$ cat config.mk
export PLATFORM = sky130hd
export DESIGN_NAME = calendar_date_stepper_flat
export DESIGN_NICKNAME = d
export VERILOG_FILES = /design/src/cds_pkg.sv /design/src/cds_if.sv /design/src/calendar_date_stepper.sv /design/src/flat_wrapper.sv
export SDC_FILE = /design/constraint.sdc
export NUM_CORES = 1
export LEC_CHECK = 0
export ABC_AREA = 1
export BUFFER_PORTS_ARGS = -buffer_cell sky130_fd_sc_hd__buf_2
export CORE_MARGIN = 5
export CORE_UTILIZATION = 57
export CTS_CLUSTER_DIAMETER = 150
export DETAILED_ROUTE_END_ITERATION = 8
export PLACE_DENSITY = 0.82
export RECOVER_POWER = 25
export SKIP_CTS_REPAIR_TIMING = 1
export SLEW_MARGIN = 20
export SYNTH_ARGS = -nofsm -noshare
export SYNTH_HDL_FRONTEND = slang
export SYNTH_SLANG_ARGS = --single-unit
$ cat constraint.sdc
create_clock -name i_clk -period 10.3 [get_ports i_clk]
set_input_delay 2.06 -clock i_clk [delete_from_list [all_inputs] [get_ports i_clk]]
set_output_delay 2.06 -clock i_clk [all_outputs]
set_load 0.01 [all_outputs]
$ cat src/cds_pkg.sv
// ----------------------------------------------------------------------------
// cds_pkg: calendar date stepper shared types and constants
// Field widths, opcodes, sequencer states and the month length and leap year
// helpers used by the date stepping datapath.
// ----------------------------------------------------------------------------
package cds_pkg;

    localparam int DAY_W   = 5;
    localparam int MON_W   = 4;
    localparam int YEAR_W  = 14;
    localparam int DELTA_W = 20;
    localparam int DIST_W  = 22;
    localparam int KEY_W   = YEAR_W + MON_W + DAY_W;

    localparam logic [YEAR_W-1:0] YEAR_MIN  = YEAR_W'(1);
    localparam logic [YEAR_W-1:0] YEAR_MAX  = YEAR_W'(9999);
    localparam logic [MON_W-1:0]  MON_FIRST = MON_W'(1);
    localparam logic [MON_W-1:0]  MON_LAST  = MON_W'(12);
    localparam logic [MON_W-1:0]  MON_FEB   = MON_W'(2);
    localparam logic [DAY_W-1:0]  DAY_FIRST = DAY_W'(1);
    localparam logic [DAY_W-1:0]  DAY_LAST  = DAY_W'(31);
    localparam logic [DAY_W-1:0]  FEB_LEAP  = DAY_W'(29);

    // reciprocal of 100 scaled by 2^17
    localparam logic [10:0] RECIP_100 = 11'd1311;
    localparam int          RECIP_SH  = 17;

    typedef enum logic [1:0] {
        OP_LOAD = 2'd0,
        OP_ADD  = 2'd1,
        OP_DIST = 2'd2,
        OP_NONE = 2'd3
    } t_op;

    typedef enum logic [2:0] {
        ST_IDLE,
        ST_CLAMP,
        ST_CMP,
        ST_STEP,
        ST_FIN
    } t_state;

    function automatic logic is_leap(input logic [YEAR_W-1:0] y);
        logic [YEAR_W+10:0] prod;
        logic [7:0]         q;
        logic [7:0]         qc;
        logic [YEAR_W:0]    hq;
        logic [YEAR_W:0]    yw;
        logic [YEAR_W:0]    rem;
        prod = (YEAR_W+11)'(y) * (YEAR_W+11)'(RECIP_100);
        q    = prod[RECIP_SH+7:RECIP_SH];
        hq   = ((YEAR_W+1)'(q) << 6) + ((YEAR_W+1)'(q) << 5) + ((YEAR_W+1)'(q) << 2);
        yw   = {1'b0, y};
        if (yw < hq) begin
            qc  = q - 8'd1;
            rem = yw + (YEAR_W+1)'(100) - hq;
        end else begin
            qc  = q;
            rem = yw - hq;
        end
        return (y[1:0] == 2'b00) && ((rem != '0) || (qc[1:0] == 2'b00));
    endfunction

    function automatic logic [DAY_W-1:0] month_len(input logic [MON_W-1:0] m,
                                                    input logic leap);
        logic [DAY_W-1:0] d;
        case (m)
            4'd1:    d = 5'd31;
            4'd2:    d = leap ? FEB_LEAP : 5'd28;
            4'd3:    d = 5'd31;
            4'd4:    d = 5'd30;
            4'd5:    d = 5'd31;
            4'd6:    d = 5'd30;
            4'd7:    d = 5'd31;
            4'd8:    d = 5'd31;
            4'd9:    d = 5'd30;
            4'd10:   d = 5'd31;
            4'd11:   d = 5'd30;
            4'd12:   d = 5'd31;
            default: d = 5'd31;
        endcase
        return d;
    endfunction

endpackage

$ cat src/cds_if.sv
// ----------------------------------------------------------------------------
// cds_in_if / cds_out_if: calendar date stepper channels
// Valid/ready channels carrying one request beat and one result beat.
// ----------------------------------------------------------------------------
interface cds_in_if;
    import cds_pkg::*;

    logic                      valid;
    logic                      ready;
    logic [1:0]                opcode;
    logic [DAY_W-1:0]          target_day;
    logic [MON_W-1:0]          target_month;
    logic [YEAR_W-1:0]         target_year;
    logic signed [DELTA_W-1:0] day_delta;

    modport source(output valid, opcode, target_day, target_month, target_year,
                   day_delta, input ready);
    modport sink(input valid, opcode, target_day, target_month, target_year,
                 day_delta, output ready);
endinterface

interface cds_out_if;
    import cds_pkg::*;

    logic               valid;
    logic               ready;
    logic [DAY_W-1:0]   cur_day;
    logic [MON_W-1:0]   cur_month;
    logic [YEAR_W-1:0]  cur_year;
    logic [DIST_W-1:0]  day_distance;
    logic               is_before;
    logic               is_equal;
    logic               range_error;

    modport source(output valid, cur_day, cur_month, cur_year, day_distance,
                   is_before, is_equal, range_error, input ready);
    modport sink(input valid, cur_day, cur_month, cur_year, day_distance,
                 is_before, is_equal, range_error, output ready);
endinterface

$ cat src/calendar_date_stepper.sv
// ----------------------------------------------------------------------------
// calendar_date_stepper: Gregorian date register with day stepping
// Loads a date, moves it by a signed day count and measures the distance to
// a target date, one day per cycle through a shared day stepper.
// ----------------------------------------------------------------------------
//  channel  dir  handshake      beat
//  i_in     in   valid/ready    opcode, target date, day_delta
//  o_out    out  valid/ready    stored date, distance, flags
//
//  Load passes the clamp state, add the step state (stopped early at the end
//  of the date range), distance clamp, compare and step; the day stepper
//  moves one day per cycle. i_rst_n is synchronous; the date resets to
//  0001-01-01. One request is in flight at a time; a finished result waits
//  in the output register, and o_out.ready low then holds the sequencer in ST_FIN.
// ----------------------------------------------------------------------------
module calendar_date_stepper (
    input  logic      i_clk,
    input  logic      i_rst_n,
    cds_in_if.sink    i_in,
    cds_out_if.source o_out
);
    import cds_pkg::*;

    t_state            r_state, n_state;
    t_op               r_op, n_op;
    logic              r_dir, n_dir;
    logic [DELTA_W-1:0] r_cnt, n_cnt;
    logic [DAY_W-1:0]  r_wd, n_wd, r_gd, n_gd, r_sd, n_sd;
    logic [MON_W-1:0]  r_wm, n_wm, r_gm, n_gm, r_sm, n_sm;
    logic [YEAR_W-1:0] r_wy, n_wy, r_gy, n_gy, r_sy, n_sy;
    logic [DIST_W-1:0] r_dist, n_dist;
    logic              r_before, n_before, r_equal, n_equal, r_err, n_err;

    logic              r_ovalid, n_ovalid;
    logic [DAY_W-1:0]  r_od, n_od;
    logic [MON_W-1:0]  r_om, n_om;
    logic [YEAR_W-1:0] r_oy, n_oy;
    logic [DIST_W-1:0] r_odist, n_odist;
    logic              r_obef, n_obef, r_oeq, n_oeq, r_oerr, n_oerr;

    logic              in_acc, out_free;
    t_op               in_op;
    logic [MON_W-1:0]  in_mon;
    logic [YEAR_W-1:0] in_year;
    logic [DELTA_W-1:0] in_abs;

    logic              leap, at_max, at_min, edge_hit, step_done;
    logic [DAY_W-1:0]  dim_cur, dim_prev, day_clamped;
    logic [DAY_W-1:0]  sd_day;
    logic [MON_W-1:0]  sd_mon;
    logic [YEAR_W-1:0] sd_year;
    logic [KEY_W-1:0]  key_w, key_g, key_s;

    assign i_in.ready = (r_state == ST_IDLE);
    assign in_acc     = i_in.valid & i_in.ready;
    assign out_free   = ~r_ovalid | o_out.ready;
    assign in_op      = t_op'(i_in.opcode);
    assign in_abs     = i_in.day_delta[DELTA_W-1] ? DELTA_W'(~i_in.day_delta + 1'b1)
                                                  : DELTA_W'(i_in.day_delta);

    always_comb begin
        in_mon = i_in.target_month;
        if (in_mon < MON_FIRST) in_mon = MON_FIRST;
        if (in_mon > MON_LAST) in_mon = MON_LAST;
        in_year = i_in.target_year;
        if (in_year < YEAR_MIN) in_year = YEAR_MIN;
        if (in_year > YEAR_MAX) in_year = YEAR_MAX;
    end

    // shared day stepper on the working date
    assign leap     = is_leap(r_wy);
    assign dim_cur  = month_len(r_wm, leap);
    assign dim_prev = month_len(r_wm - 1'b1, leap);
    assign at_max   = (r_wy == YEAR_MAX) && (r_wm == MON_LAST) && (r_wd == DAY_LAST);
    assign at_min   = (r_wy == YEAR_MIN) && (r_wm == MON_FIRST) && (r_wd == DAY_FIRST);
    assign edge_hit = r_dir ? at_min : at_max;
    assign key_w    = {r_wy, r_wm, r_wd};
    assign key_g    = {r_gy, r_gm, r_gd};
    assign key_s    = {r_sy, r_sm, r_sd};
    assign step_done = (r_op == OP_ADD) ? ((r_cnt == '0) || edge_hit) : (key_w == key_g);

    always_comb begin
        day_clamped = r_wd;
        if (r_wd < DAY_FIRST) day_clamped = DAY_FIRST;
        if (r_wd > dim_cur) day_clamped = dim_cur;
    end

    always_comb begin
        sd_day  = r_wd;
        sd_mon  = r_wm;
        sd_year = r_wy;
        if (!r_dir) begin
            if (r_wd < dim_cur) begin
                sd_day = r_wd + 1'b1;
            end else if (r_wm < MON_LAST) begin
                sd_day = DAY_FIRST;
                sd_mon = r_wm + 1'b1;
            end else begin
                sd_day  = DAY_FIRST;
                sd_mon  = MON_FIRST;
                sd_year = r_wy + 1'b1;
            end
        end else begin
            if (r_wd > DAY_FIRST) begin
                sd_day = r_wd - 1'b1;
            end else if (r_wm > MON_FIRST) begin
                sd_day = dim_prev;
                sd_mon = r_wm - 1'b1;
            end else begin
                sd_day  = DAY_LAST;
                sd_mon  = MON_LAST;
                sd_year = r_wy - 1'b1;
            end
        end
    end

    always_comb begin
        n_state = r_state;
        case (r_state)
            ST_IDLE: begin
                if (in_acc) begin
                    case (in_op)
                        OP_LOAD: n_state = ST_CLAMP;
                        OP_DIST: n_state = ST_CLAMP;
                        OP_ADD:  n_state = ST_STEP;
                        default: n_state = ST_FIN;
                    endcase
                end
            end
            ST_CLAMP: n_state = (r_op == OP_LOAD) ? ST_FIN : ST_CMP;
            ST_CMP:   n_state = ST_STEP;
            ST_STEP: begin
                if (step_done) n_state = ST_FIN;
            end
            ST_FIN: begin
                if (out_free) n_state = ST_IDLE;
            end
            default: n_state = ST_IDLE;
        endcase
    end

    always_comb begin
        n_op = r_op;   n_dir = r_dir;  n_cnt = r_cnt;
        n_wd = r_wd;   n_wm = r_wm;    n_wy = r_wy;
        n_gd = r_gd;   n_gm = r_gm;    n_gy = r_gy;
        n_sd = r_sd;   n_sm = r_sm;    n_sy = r_sy;
        n_dist = r_dist; n_before = r_before; n_equal = r_equal; n_err = r_err;
        n_ovalid = r_ovalid & ~o_out.ready;
        n_od = r_od;   n_om = r_om;    n_oy = r_oy;
        n_odist = r_odist; n_obef = r_obef; n_oeq = r_oeq; n_oerr = r_oerr;
        case (r_state)
            ST_IDLE: begin
                if (in_acc) begin
                    n_op     = in_op;
                    n_dir    = i_in.day_delta[DELTA_W-1];
                    n_cnt    = in_abs;
                    n_dist   = '0;
                    n_before = 1'b0;
                    n_equal  = 1'b0;
                    n_err    = 1'b0;
                    if (in_op == OP_ADD) begin
                        n_wd = r_sd;
                        n_wm = r_sm;
                        n_wy = r_sy;
                    end else begin
                        n_wd = i_in.target_day;
                        n_wm = in_mon;
                        n_wy = in_year;
                    end
                end
            end
            ST_CLAMP: begin
                n_wd = day_clamped;
                if (r_op == OP_LOAD) begin
                    n_sd = day_clamped;
                    n_sm = r_wm;
                    n_sy = r_wy;
                end
            end
            ST_CMP: begin
                n_before = (key_s < key_w);
                n_equal  = (key_s == key_w);
                n_dir    = 1'b0;
                if (key_s < key_w) begin
                    n_gd = r_wd; n_gm = r_wm; n_gy = r_wy;
                    n_wd = r_sd; n_wm = r_sm; n_wy = r_sy;
                end else begin
                    n_gd = r_sd; n_gm = r_sm; n_gy = r_sy;
                end
            end
            ST_STEP: begin
                if (!step_done) begin
                    n_wd = sd_day;
                    n_wm = sd_mon;
                    n_wy = sd_year;
                    if (r_op == OP_ADD) n_cnt = r_cnt - 1'b1;
                    else n_dist = r_dist + 1'b1;
                end else if (r_op == OP_ADD) begin
                    n_sd  = r_wd;
                    n_sm  = r_wm;
                    n_sy  = r_wy;
                    n_err = (r_cnt != '0);
                end
            end
            ST_FIN: begin
                if (out_free) begin
                    n_ovalid = 1'b1;
                    n_od     = r_sd;
                    n_om     = r_sm;
                    n_oy     = r_sy;
                    n_odist  = r_dist;
                    n_obef   = r_before;
                    n_oeq    = r_equal;
                    n_oerr   = r_err;
                end
            end
            default: ;
        endcase
    end

    always_ff @(posedge i_clk) begin
        if (!i_rst_n) begin
            r_state  <= ST_IDLE;
            r_ovalid <= 1'b0;
            r_sd     <= DAY_FIRST;
            r_sm     <= MON_FIRST;
            r_sy     <= YEAR_MIN;
        end else begin
            r_state  <= n_state;
            r_ovalid <= n_ovalid;
            r_sd     <= n_sd;
            r_sm     <= n_sm;
            r_sy     <= n_sy;
        end
    end

    always_ff @(posedge i_clk) begin
        r_op     <= n_op;
        r_dir    <= n_dir;
        r_cnt    <= n_cnt;
        r_wd     <= n_wd;
        r_wm     <= n_wm;
        r_wy     <= n_wy;
        r_gd     <= n_gd;
        r_gm     <= n_gm;
        r_gy     <= n_gy;
        r_dist   <= n_dist;
        r_before <= n_before;
        r_equal  <= n_equal;
        r_err    <= n_err;
        r_od     <= n_od;
        r_om     <= n_om;
        r_oy     <= n_oy;
        r_odist  <= n_odist;
        r_obef   <= n_obef;
        r_oeq    <= n_oeq;
        r_oerr   <= n_oerr;
    end

    assign o_out.valid        = r_ovalid;
    assign o_out.cur_day      = r_od;
    assign o_out.cur_month    = r_om;
    assign o_out.cur_year     = r_oy;
    assign o_out.day_distance = r_odist;
    assign o_out.is_before    = r_obef;
    assign o_out.is_equal     = r_oeq;
    assign o_out.range_error  = r_oerr;

    a_stored_valid: assert property (@(posedge i_clk) disable iff (!i_rst_n)
        (r_sm >= MON_FIRST) && (r_sm <= MON_LAST) && (r_sd >= DAY_FIRST) &&
        (r_sy >= YEAR_MIN) && (r_sy <= YEAR_MAX))
        else $error("stored date left the valid range");

    a_dist_no_overshoot: assert property (@(posedge i_clk) disable iff (!i_rst_n)
        (r_state == ST_STEP) && (r_op == OP_DIST) |-> (key_w <= key_g))
        else $error("distance walk passed its goal date");

    a_add_countdown: assert property (@(posedge i_clk) disable iff (!i_rst_n)
        (r_state == ST_STEP) && (r_op == OP_ADD) && !step_done
        |=> (r_cnt == $past(r_cnt) - 1'b1))
        else $error("day counter did not advance with the stepper");

    a_result_exclusive: assert property (@(posedge i_clk) disable iff (!i_rst_n)
        o_out.valid && o_out.range_error |-> !o_out.is_equal && !o_out.is_before &&
        (o_out.day_distance == '0))
        else $error("range error mixed with compare results");

endmodule

$ cat src/flat_wrapper.sv
// flat-port wrapper written by rule: the top's interface ports become plain ports
module calendar_date_stepper_flat import cds_pkg::*;
  (i_clk, i_rst_n, i_in_valid, i_in_opcode, i_in_target_day, i_in_target_month, i_in_target_year, i_in_day_delta, i_in_ready, o_out_valid, o_out_cur_day, o_out_cur_month, o_out_cur_year, o_out_day_distance, o_out_is_before, o_out_is_equal, o_out_range_error, o_out_ready);
  cds_in_if i_in_i ();
  cds_out_if o_out_i ();
  input  logic i_clk;
  input  logic i_rst_n;
  input wire logic [$bits(i_in_i.valid)-1:0] i_in_valid;
  input wire logic [$bits(i_in_i.opcode)-1:0] i_in_opcode;
  input wire logic [$bits(i_in_i.target_day)-1:0] i_in_target_day;
  input wire logic [$bits(i_in_i.target_month)-1:0] i_in_target_month;
  input wire logic [$bits(i_in_i.target_year)-1:0] i_in_target_year;
  input wire logic [$bits(i_in_i.day_delta)-1:0] i_in_day_delta;
  output wire logic [$bits(i_in_i.ready)-1:0] i_in_ready;
  output wire logic [$bits(o_out_i.valid)-1:0] o_out_valid;
  output wire logic [$bits(o_out_i.cur_day)-1:0] o_out_cur_day;
  output wire logic [$bits(o_out_i.cur_month)-1:0] o_out_cur_month;
  output wire logic [$bits(o_out_i.cur_year)-1:0] o_out_cur_year;
  output wire logic [$bits(o_out_i.day_distance)-1:0] o_out_day_distance;
  output wire logic [$bits(o_out_i.is_before)-1:0] o_out_is_before;
  output wire logic [$bits(o_out_i.is_equal)-1:0] o_out_is_equal;
  output wire logic [$bits(o_out_i.range_error)-1:0] o_out_range_error;
  input wire logic [$bits(o_out_i.ready)-1:0] o_out_ready;
  assign i_in_i.valid = i_in_valid;
  assign i_in_i.opcode = i_in_opcode;
  assign i_in_i.target_day = i_in_target_day;
  assign i_in_i.target_month = i_in_target_month;
  assign i_in_i.target_year = i_in_target_year;
  assign i_in_i.day_delta = i_in_day_delta;
  assign i_in_ready = i_in_i.ready;
  assign o_out_valid = o_out_i.valid;
  assign o_out_cur_day = o_out_i.cur_day;
  assign o_out_cur_month = o_out_i.cur_month;
  assign o_out_cur_year = o_out_i.cur_year;
  assign o_out_day_distance = o_out_i.day_distance;
  assign o_out_is_before = o_out_i.is_before;
  assign o_out_is_equal = o_out_i.is_equal;
  assign o_out_range_error = o_out_i.range_error;
  assign o_out_i.ready = o_out_ready;
  calendar_date_stepper u_core (.i_clk(i_clk), .i_rst_n(i_rst_n), .i_in(i_in_i), .o_out(o_out_i));
endmodule
==> results.ini, run 1 <==
[job]
cap_viol_max_count=0

[critical_path]
crit_slowest_cell=fa_1
crit_end=u_core.r_wy[12]$_DFFE_PP_
crit_required_ns=10.47
critPathLaunch=u_core.r_wy[7]$_DFFE_PP_
worst_setup_path_start_kind=flip-flop
r2r-end=u_core.r_wy[12]$_DFFE_PP_
crit_fanout=8
reg2reg_from=u_core.r_wy[7]$_DFFE_PP_
r2r_slack_ns=0.12
crit_type=reg2reg
r2r.worst_path.cells=58
max_stage_delay_ns=0.57
crit_arrival_ns=10.35
endpoint_kind=flip-flop

[finish]
final_area_mm2=0.0177
nets=2299
syn_to_final_growth_pct=15.8
drive_gt1_share_pct=16.9
final_core_util_pct=66.5
stdcell_count=2340

[logic_synthesis]
yosysUniqueCellTypes=63
postSynth.asyncResetShare_pct=0
yosysSeqAreaShare_pct=31.4
synth_area_mm2=0.0153
yosys_warnings=0
synth_seq_cells=169
synth_top_area_share_pct=27.9
syn_area_per_cell_um2=8.38
yosysTopAreaCell=edfxtp_1
synthCells=1825
synth_fp_nets=2139
synth_ff_type=edfxtp_1
synth.area.top_cells=edfxtp_1 28%, ha_1 16%, fa_1 8.5%
synth_edf_count=142

[floorplanning]
die_h_um=174
die_w_um=174
ios=99
core_region_area_mm2=0.0267
initial_core_util_pct=57.4
die_area_mm2=0.0302
std_cell_rows=60

[global_route]
overflow=0
grtUsageTotal_pct=26.2
grt_antenna_before_repair=2
grt_pass1_wl_mm=64.5
first_global_vias=12885
grt_max_degree=49

[route]
wl_mm=42.8
ant_nets=0
viasPerCell=5.84
drcViolationCount=0
vias=13665
drt-wirelength-per-cell_um=18.3
drt_iter0_drc=1426
drtPass1Iterations=6

[run_status]
status=finished, final reports clean

[sta]
slew_violations=0
fmax_ghz=0.0982
relSlewSlack_pct=17.8
tightest_slew_ns=1.20
period_share_pct=98.8
setup_violations=0
hold_viol_final=0
fin_skew_ns=0.0138
period_needed_ns=10.18
rsz0062_at_grt=true

[placed_design]
portBuffers=98
dpl_cell_area_mm2=0.0164
gp_congestion=1.01
dp_cells=2270
hpwl_mm=30.5

[clock_tree]
cts_buffers=17
clk_path_buf_depth=2
cts.clk_slew.worst_paths_ns=0.08
clock-sinks=169
clkLatencyLatePin_ns=0.45
cts-root-buf=clkbuf_16
htree_levels=4
cts_tree=built

[hold_path]
hold_path.class=reg2reg

==> how the worst min path moves through the flow <==
stage                                                   to  cells past startpoint                           from
final                     u_core.o_out.is_before$_DFFE_PP_                      0  u_core.r_before$_SDFFCE_PN0P_
after detailed placement  u_core.o_out.is_before$_DFFE_PP_                      0  u_core.r_before$_SDFFCE_PN0P_
after CTS                  u_core.o_out.is_equal$_DFFE_PP_                      0   u_core.r_equal$_SDFFCE_PN0P_
after global placement    u_core.o_out.is_before$_DFFE_PP_                      0  u_core.r_before$_SDFFCE_PN0P_
after floorplan           u_core.o_out.is_before$_DFFE_PP_                      0  u_core.r_before$_SDFFCE_PN0P_
after global routing       u_core.o_out.is_equal$_DFFE_PP_                      0   u_core.r_equal$_SDFFCE_PN0P_
==> registers in the layout, summed over array words and instances (netlist names), 5 cells and up <==
| signal | cells |
|---|---|
| u_core.o_out.cur_day | 5 |
| u_core.o_out.cur_year | 14 |
| u_core.o_out.day_distance | 22 |
| u_core.r_cnt | 20 |
| u_core.r_dist | 22 |
| u_core.r_gd | 5 |
| u_core.r_gy | 14 |
| u_core.r_sd | 5 |
| u_core.r_sy | 14 |
| u_core.r_wd | 5 |
| u_core.r_wy | 14 |
==> through the flow <==
stage                     setup WS [ns]  hold WS (ns)  TNS, ns
after global placement            0.166         0.405        0
after CTS                        -0.143         0.423    -2.30
after floorplan                   0.186         0.400        0
after detailed placement        -0.0765         0.405    -1.18
after global routing             -0.454         0.439    -9.25
final                             0.119         0.421        0
==> kinds of logic (layout without fill, tap and decap cells) <==
logic type	after synthesis	count (layout)	synth area share (%)
XOR/XNOR	63	63	3.61
buffers and inverters	354	527	8.84
AO/OA/AOI/OAI	337	337	12.6
flip-flops	169	169	31.4
other	0	1	0
adder cells (fa/ha/maj)	265	265	24.9
AND/OR/NAND/NOR	637	637	18.7
==> area by class of cell <==
type,instances,area (um^2)
multi-input cells,1302,9500
repair buffers,177,1130
fillers,2036,8940
diodes,1,2.50
clock buffers,17,425
well taps,341,427
flip-flops and latches,169,4800
inverters,318,1200
clock inverters,15,221
==> cell usage in the layout (no fill, tap or decap), types with 4 or more instances in the layout <==
cell / n
nand2_1: 292
inv_1: 288
ha_1: 182
edfxtp_1: 142
nor2_1: 132
o21ai_0: 115
buf_2: 98
a21oi_1: 96
nand3_1: 77
buf_4: 72
fa_1: 63
nand4_1: 34
xor2_1: 31
xnor2_1: 30
o21ai_1: 29
dfxtp_1: 27
inv_2: 24
nor3_1: 24
a21oi_2: 20
clkbuf_16: 18
nand2_2: 14
ha_4: 14
o211ai_1: 13
a31oi_1: 11
nor4_1: 10
nand3b_1: 8
or2_2: 8
nor2_2: 7
o221ai_1: 6
clkinv_8: 6
inv_12: 6
buf_6: 5
nand3_2: 4
nor3_2: 4
o31ai_1: 4
nor2_4: 4
o2111ai_1: 4
o21a_1: 4
nor3b_1: 4
ha_2: 4
==> critical path: cells and delay by family, from the launching register on <==
family | cells | cell delay [ns]
xor gates and xnor gates | 2 | 0.41
and+or+nand+nor | 19 | 2.01
DFF | 1 | 0.56
adders and majority gates | 11 | 3.95
buffers and inverters | 12 | 1.02
AOI/OAI and AO/OA | 14 | 1.94
==> routing by layer <==
metal  wire, um  vias up  track usage [%]  part of all wire (%)
met5         13        -                0                 0.030
met4       1570        2             7.19                   3.7
met3       4080      160             6.72                   9.5
met2      20000      671             43.0                    47
met1      17200     6403             34.6                    40
li1           -     6429                -                     -
==> cell usage after synthesis, types with 11 or more instances <==
cell type / count
nand3_1: 78
xnor2_1: 30
nor2_1: 136
fa_1: 65
clkbuf_1: 29
o211ai_1: 13
edfxtp_1: 142
nand4_1: 34
xor2_1: 33
nor3_1: 27
o21ai_0: 120
dfxtp_1: 27
o21ai_1: 26
a21oi_1: 106
nor4_1: 11
a31oi_1: 11
nand2_1: 301
a21oi_2: 12
inv_1: 309
ha_1: 200
Power of run 1 is left out: the tool's default activity adds up to more than one toggle a clock period on the data nets, which glitch-free logic cannot reach.
==> inputs of run 2 (changes only) <==
--- a/config.mk
+++ b/config.mk
@@ -8,10 +8,10 @@
 export ABC_AREA = 1
 export BUFFER_PORTS_ARGS = -buffer_cell sky130_fd_sc_hd__buf_2
 export CORE_MARGIN = 5
-export CORE_UTILIZATION = 57
+export CORE_UTILIZATION = 45
 export CTS_CLUSTER_DIAMETER = 150
 export DETAILED_ROUTE_END_ITERATION = 8
-export PLACE_DENSITY = 0.82
+export PLACE_DENSITY = 0.68
 export RECOVER_POWER = 25
 export SKIP_CTS_REPAIR_TIMING = 1
 export SLEW_MARGIN = 20
==> run 2 against run 1 <==
  * The run now ends with max-capacitance violations, max-slew violations left
  * Critical path depth is 1 lower
  * Die area grew 25%
  * Worst setup slack better by 0.17 ns
  * First-iteration DRC count is 27% lower
  * Count of clock-buffer cells in the layout is 1 higher
  * Via count decreased by 3.3%
  * Sequential cell count stayed put
  * Sequential share of layout area barely moved
  * Clock skew about the same
  * Global-route usage fell by 4.8 points
  * Final area rose by 0.11%
  * Register-to-register slack better by 0.17 ns
  * Critical endpoint is now u_core.r_wy[13]$_DFFE_PP_
  * Highest routed layer unchanged
==> results.ini, run 2 (same netlist as run 1, synthesis figures left out) <==
[run_status]
violations=max-capacitance violations, max-slew violations
status=finished with violations  ; was finished, final reports clean

[finish]
diodes=0  ; was 1
stdcell_count=2454  ; was 2,340
final_common_cell=nand2_1  ; unchanged
drive_gt1_share_pct=16.6  ; was 16.9%
nets=2307  ; was 2,299
syn_to_final_growth_pct=15.9  ; was 15.8%
final_area_mm2=0.0177  ; about the same
final_core_util_pct=52.9  ; was 66.5%
mostFrequentLayoutCells=293 x nand2_1, 291 x inv_1, 188 x ha_1  ; was 292 x nand2_1, 288 x inv_1, 182 x ha_1

[floorplanning]
std_cell_rows=67  ; was 60
die_w_um=194  ; was 174 um
initial_core_util_pct=45.6  ; was 57.4%
die_h_um=194  ; was 174 um
ios=99  ; unchanged
core_region_area_mm2=0.0335  ; was 0.0267 mm^2
die_area_mm2=0.0378  ; was 0.0302 mm^2

[sta]
setup_violations=0  ; unchanged
period_share_pct=97.2  ; was 98.8%
hold_viol_final=0  ; unchanged
slew_violations=90  ; was 0
tightest_slew_ns=2.63  ; was 1.20 ns
fin_skew_ns=0.0143  ; was 0.0138 ns
finalSetupTns_ns=0  ; unchanged
relSlewSlack_pct=-75.6  ; was 17.8%
period_needed_ns=10.01  ; was 10.18 ns
rsz0062_at_grt=true  ; unchanged
fmax_ghz=0.0999  ; was 0.0982 GHz

[clock_tree]
cts.clk_slew.worst_paths_ns=0.07  ; was 0.08 ns
htree_levels=4  ; unchanged
cts_tree=built  ; unchanged
clock-sinks=169  ; unchanged
clkLatencyLatePin_ns=0.44  ; was 0.45 ns
clk_path_buf_depth=2  ; unchanged
cts-root-buf=clkbuf_16  ; unchanged
cts_buffers=17  ; unchanged

[global_route]
grt_pass1_wl_mm=66.0  ; was 64.5 mm
first_global_vias=12461  ; was 12,885
overflow=0  ; unchanged
grt_antenna_before_repair=3  ; was 2
grtUsageTotal_pct=21.3  ; was 26.2%
grt_max_degree=48  ; was 49

[route]
drtPass1Iterations=6  ; unchanged
ant_nets=0  ; unchanged
wl_mm=41.6  ; was 42.8 mm
drt_iter0_drc=1035  ; was 1,426
drt-wirelength-per-cell_um=16.9  ; was 18.3 um
vias=13211  ; was 13,665
viasPerCell=5.38  ; was 5.84
drcViolationCount=0  ; unchanged

[placed_design]
portBuffers=98  ; unchanged
gp_congestion=0.951  ; was 1.01
dp_cells=2401  ; was 2,270
dpl_cell_area_mm2=0.0167  ; was 0.0164 mm^2
hpwl_mm=31.8  ; was 30.5 mm

[critical_path]
r2r-end=u_core.r_wy[13]$_DFFE_PP_  ; was u_core.r_wy[12]$_DFFE_PP_
path_common_cell=inv_2
crit_required_ns=10.46  ; was 10.47 ns
crit_arrival_ns=10.17  ; was 10.35 ns
r2r.worst_path.cells=57  ; was 58
reg2reg_from=u_core.r_wy[9]$_DFFE_PP_  ; was u_core.r_wy[7]$_DFFE_PP_
r2r_slack_ns=0.29  ; was 0.12 ns
crit_fanout=7  ; was 8
critPathLaunch=u_core.r_wy[9]$_DFFE_PP_  ; was u_core.r_wy[7]$_DFFE_PP_
endpoint_kind=flip-flop  ; unchanged
crit_slowest_cell=fa_1  ; unchanged
crit_type=reg2reg  ; unchanged
max_stage_delay_ns=0.58  ; was 0.57 ns
worst_setup_path_start_kind=flip-flop  ; unchanged
crit_end=u_core.r_wy[13]$_DFFE_PP_  ; was u_core.r_wy[12]$_DFFE_PP_

[job]
cap_viol_max_count=2  ; was 0

[hold_path]
hold_path.class=reg2reg  ; unchanged
worstHoldPathCells=0  ; unchanged

-- run 2: cell count changes in the layout (fill, tap and decap cells not counted), moves of 4 or more --
cell,change
inv_6,+4
clkinv_8,-6
inv_12,-6
clkinvlp_4,+4
ha_4,-5
clkbuf_1,+5
buf_4,+8
ha_1,+6
-- run 2: final cells by class --
type | count | area (um^2)
clock inverters | 14 | 109
repair buffers | 185 | 1180
flip-flops and latches | 169 | 4800
multi-input cells | 1302 | 9440
fillers | 3087 | 15800
clock buffers | 18 | 439
well taps | 448 | 561
inverters | 318 | 1200
-- run 2: worst max-delay path, delay by kind of cell (launching register included) --
family | cells | cell delay (ns)
adders and majority gates | 12 | 4.72
and+or+nand+nor | 20 | 2.27
AOI/OAI and AO/OA | 12 | 1.24
buffers and inverters | 11 | 0.65
DFF | 1 | 0.52
xor gates and xnor gates | 2 | 0.37
-- run 2: worst min path at each step --
stage | start | end | slack (ns)
2_1_floorplan | u_core.r_before$_SDFFCE_PN0P_ | u_core.o_out.is_before$_DFFE_PP_ | 0.40
3_3_place_gp | u_core.r_err$_SDFFCE_PN0P_ | u_core.o_out.range_error$_DFFE_PP_ | 0.41
3_5_place_dp | u_core.r_err$_SDFFCE_PN0P_ | u_core.o_out.range_error$_DFFE_PP_ | 0.41
4_1_cts | u_core.r_err$_SDFFCE_PN0P_ | u_core.o_out.range_error$_DFFE_PP_ | 0.43
5_1_grt | u_core.r_err$_SDFFCE_PN0P_ | u_core.o_out.range_error$_DFFE_PP_ | 0.45
6_report | u_core.r_err$_SDFFCE_PN0P_ | u_core.o_out.range_error$_DFFE_PP_ | 0.43
-- run 2: layer usage --
layer  GRT usage [%]  vias up  wire length [um]
met5               0        -                41
met4            4.06        6               557
met3            4.47       57              3350
met2            33.3      461             18800
met1            31.0     6231             18800
li1                -     6456                 -
-- run 2: stage by stage --
stage	setup slack, ns	hold slack, ns
final	0.292	0.425
after global routing	-0.225	0.451
after CTS	-0.141	0.430
after detailed placement	-0.0759	0.414
after global placement	0.142	0.411
after floorplan	0.186	0.400
Power of run 2 is left out for the same reason.
==> inputs of run 3 (changes only) <==
--- a/config.mk
+++ b/config.mk
@@ -7,11 +7,12 @@
 export LEC_CHECK = 0
 export ABC_AREA = 1
 export BUFFER_PORTS_ARGS = -buffer_cell sky130_fd_sc_hd__buf_2
+export CORE_ASPECT_RATIO = 1.2
 export CORE_MARGIN = 5
 export CORE_UTILIZATION = 45
 export CTS_CLUSTER_DIAMETER = 150
 export DETAILED_ROUTE_END_ITERATION = 8
-export PLACE_DENSITY = 0.68
+export PLACE_DENSITY = 0.65
 export RECOVER_POWER = 25
 export SKIP_CTS_REPAIR_TIMING = 1
 export SLEW_MARGIN = 20
==> constraint.sdc (replaced) <==
create_clock -name i_clk -period 10.37 [get_ports i_clk]
set_input_delay 2.074 -clock i_clk [delete_from_list [all_inputs] [get_ports i_clk]]
set_output_delay 2.074 -clock i_clk [all_outputs]
set_load 0.01 [all_outputs]
==> run 3 against run 2 <==
  * The run still ends with max-capacitance violations, max-slew violations left
  * Worst setup slack better by 0.15 ns
  * Count of clock-buffer cells in the layout down 1
  * Clock skew down 0.0051 ns
  * Maximum frequency up 0.77%
  * Final area down 0.61%
  * Utilization down 0.73 points
  * Global-route usage up 0.30 points
  * Cell count unchanged
==> results.ini, run 3 (same netlist as run 1, synthesis figures left out) <==
[run_status]
status=finished with violations  ; unchanged
violations=max-capacitance violations, max-slew violations  ; unchanged

[sta]
slew_violations=89  ; was 90
fmax_ghz=0.101  ; was 0.0999 GHz
period_needed_ns=9.93  ; was 10.01 ns
tightest_slew_ns=2.55  ; was 2.63 ns
layout_setup_ws_ns=0.438  ; was 0.292 ns
setup_violations=0  ; unchanged
finalSetupTns_ns=0  ; unchanged
period_share_pct=95.8  ; was 97.2%
hold_viol_final=0  ; unchanged
relSlewSlack_pct=-70.3  ; was -75.6%
fin_skew_ns=0.00921  ; was 0.0143 ns

[route]
drt-wirelength-per-cell_um=16.7  ; was 16.9 um
viasPerCell=5.28  ; was 5.38
drtPass1Iterations=5  ; was 6
ant_nets=0  ; unchanged
vias=12962  ; was 13,211
drt_iter0_drc=810  ; was 1,035
wl_mm=40.9  ; was 41.6 mm
drcViolationCount=0  ; unchanged

[floorplanning]
core_region_area_mm2=0.0338  ; was 0.0335 mm^2
initial_core_util_pct=45.3  ; was 45.6%
die_area_mm2=0.0378  ; about the same
die_h_um=212  ; was 194 um
std_cell_rows=74  ; was 67
ios=99  ; unchanged
die_w_um=178  ; was 194 um

[clock_tree]
clkLatencyLatePin_ns=0.45  ; was 0.44 ns
clk_path_buf_depth=2  ; unchanged
cts-root-buf=clkbuf_16  ; unchanged
cts_tree=built  ; unchanged
htree_levels=4  ; unchanged
cts_buffers=17  ; unchanged
clock-sinks=169  ; unchanged
cts.clk_slew.worst_paths_ns=0.07  ; about the same

[finish]
nets=2299  ; was 2,307
final_core_util_pct=52.1  ; was 52.9%
mostFrequentLayoutCells=296 x inv_1, 290 x nand2_1, 189 x ha_1  ; was 293 x nand2_1, 291 x inv_1, 188 x ha_1
syn_to_final_growth_pct=15.2  ; was 15.9%
final_area_mm2=0.0176  ; was 0.0177 mm^2
drive_gt1_share_pct=15.4  ; was 16.6%
final_common_cell=inv_1  ; was nand2_1
diodes=0  ; unchanged

[critical_path]
endpoint_kind=flip-flop  ; unchanged
path_common_cell=nand2_2  ; was inv_2
crit_type=reg2reg  ; unchanged
crit_required_ns=10.54  ; was 10.46 ns
max_stage_delay_ns=0.58  ; about the same
crit_arrival_ns=10.10  ; was 10.17 ns
crit_fanout=7  ; unchanged
crit_slowest_cell=fa_2  ; was fa_1
worst_setup_path_start_kind=flip-flop  ; unchanged

[global_route]
grt_antenna_before_repair=0  ; was 3
grt_pass1_wl_mm=65.0  ; was 66.0 mm
overflow=0  ; unchanged
grt_use_met1_pct=26.3  ; was 31.0%
use_met2_pct=39.3  ; was 33.3%
busiest_layer=met2  ; unchanged
grt_max_degree=54  ; was 48
grtUsageTotal_pct=21.6  ; was 21.3%
first_global_vias=12954  ; was 12,461
use_met3_pct=2.29  ; was 4.47%

[placed_design]
portBuffers=98  ; unchanged
place_ws_ns=-0.0467  ; was -0.0759 ns
gp_congestion=0.919  ; was 0.951
hpwl_mm=31.3  ; was 31.8 mm
dpl_cell_area_mm2=0.0166  ; was 0.0167 mm^2

[hold_path]
hold_path.class=reg2reg  ; unchanged

[job]
cap_viol_max_count=2  ; unchanged

run 3: cell types whose count changed in the layout (fill, tap and decap cells not counted), sizes merged:
cell	change
clkbuf	-1
inv	+1
clkinv	+4
clkinvlp	-4
buf	-8
run 3: metrics by stage:
step	hold slack (ns)	instances
after floorplan	0.400	1825
after global placement	0.407	2392
after detailed placement	0.408	2392
after CTS	0.426	2424
after global routing	0.438	2454
final	0.422	2454
run 3: path summary, 6_finish.rpt:
kind	start	to	slack [ns]	cells past startpoint
setup / recovery	u_core.r_wy[7]$_DFFE_PP_	u_core.r_wy[3]$_DFFE_PP_	0.44	56
hold / removal	u_core.r_before$_SDFFCE_PN0P_	u_core.o_out.is_before$_DFFE_PP_	0.42	0
hold reg to reg	u_core.r_before$_SDFFCE_PN0P_	u_core.o_out.is_before$_DFFE_PP_	0.42	0
setup reg to reg	u_core.r_wy[7]$_DFFE_PP_	u_core.r_wy[3]$_DFFE_PP_	0.44	56
run 3: critical path, delay by kind of cell, from the launching register on:
family | cells | cell delay (ns)
AOI/OAI and AO/OA | 12 | 1.29
xor gates and xnor gates | 2 | 0.34
adders and majority gates | 12 | 4.59
buffers and inverters | 10 | 0.76
DFF | 1 | 0.43
and+or+nand+nor | 20 | 2.26
run 3: cell type report:
class	count	area [um^2]
Fill cell	3191	16200
Inverter	318	1200
Tap cell	456	571
Clock inverter	15	171
Timing Repair Buffer	177	1110
Clock buffer	17	425
Multi-Input combinational cell	1302	9340
Sequential cell	169	4800
run 3: metal layers:
layer	wire length (um)	share of wire, %	vias to the layer above
li1	-	-	6428
met2	21000	51	362
met5	0	0	-
met4	1320	3.2	0
met3	1830	4.5	85
met1	16700	41	6087
Power of run 3 is left out for the same reason.
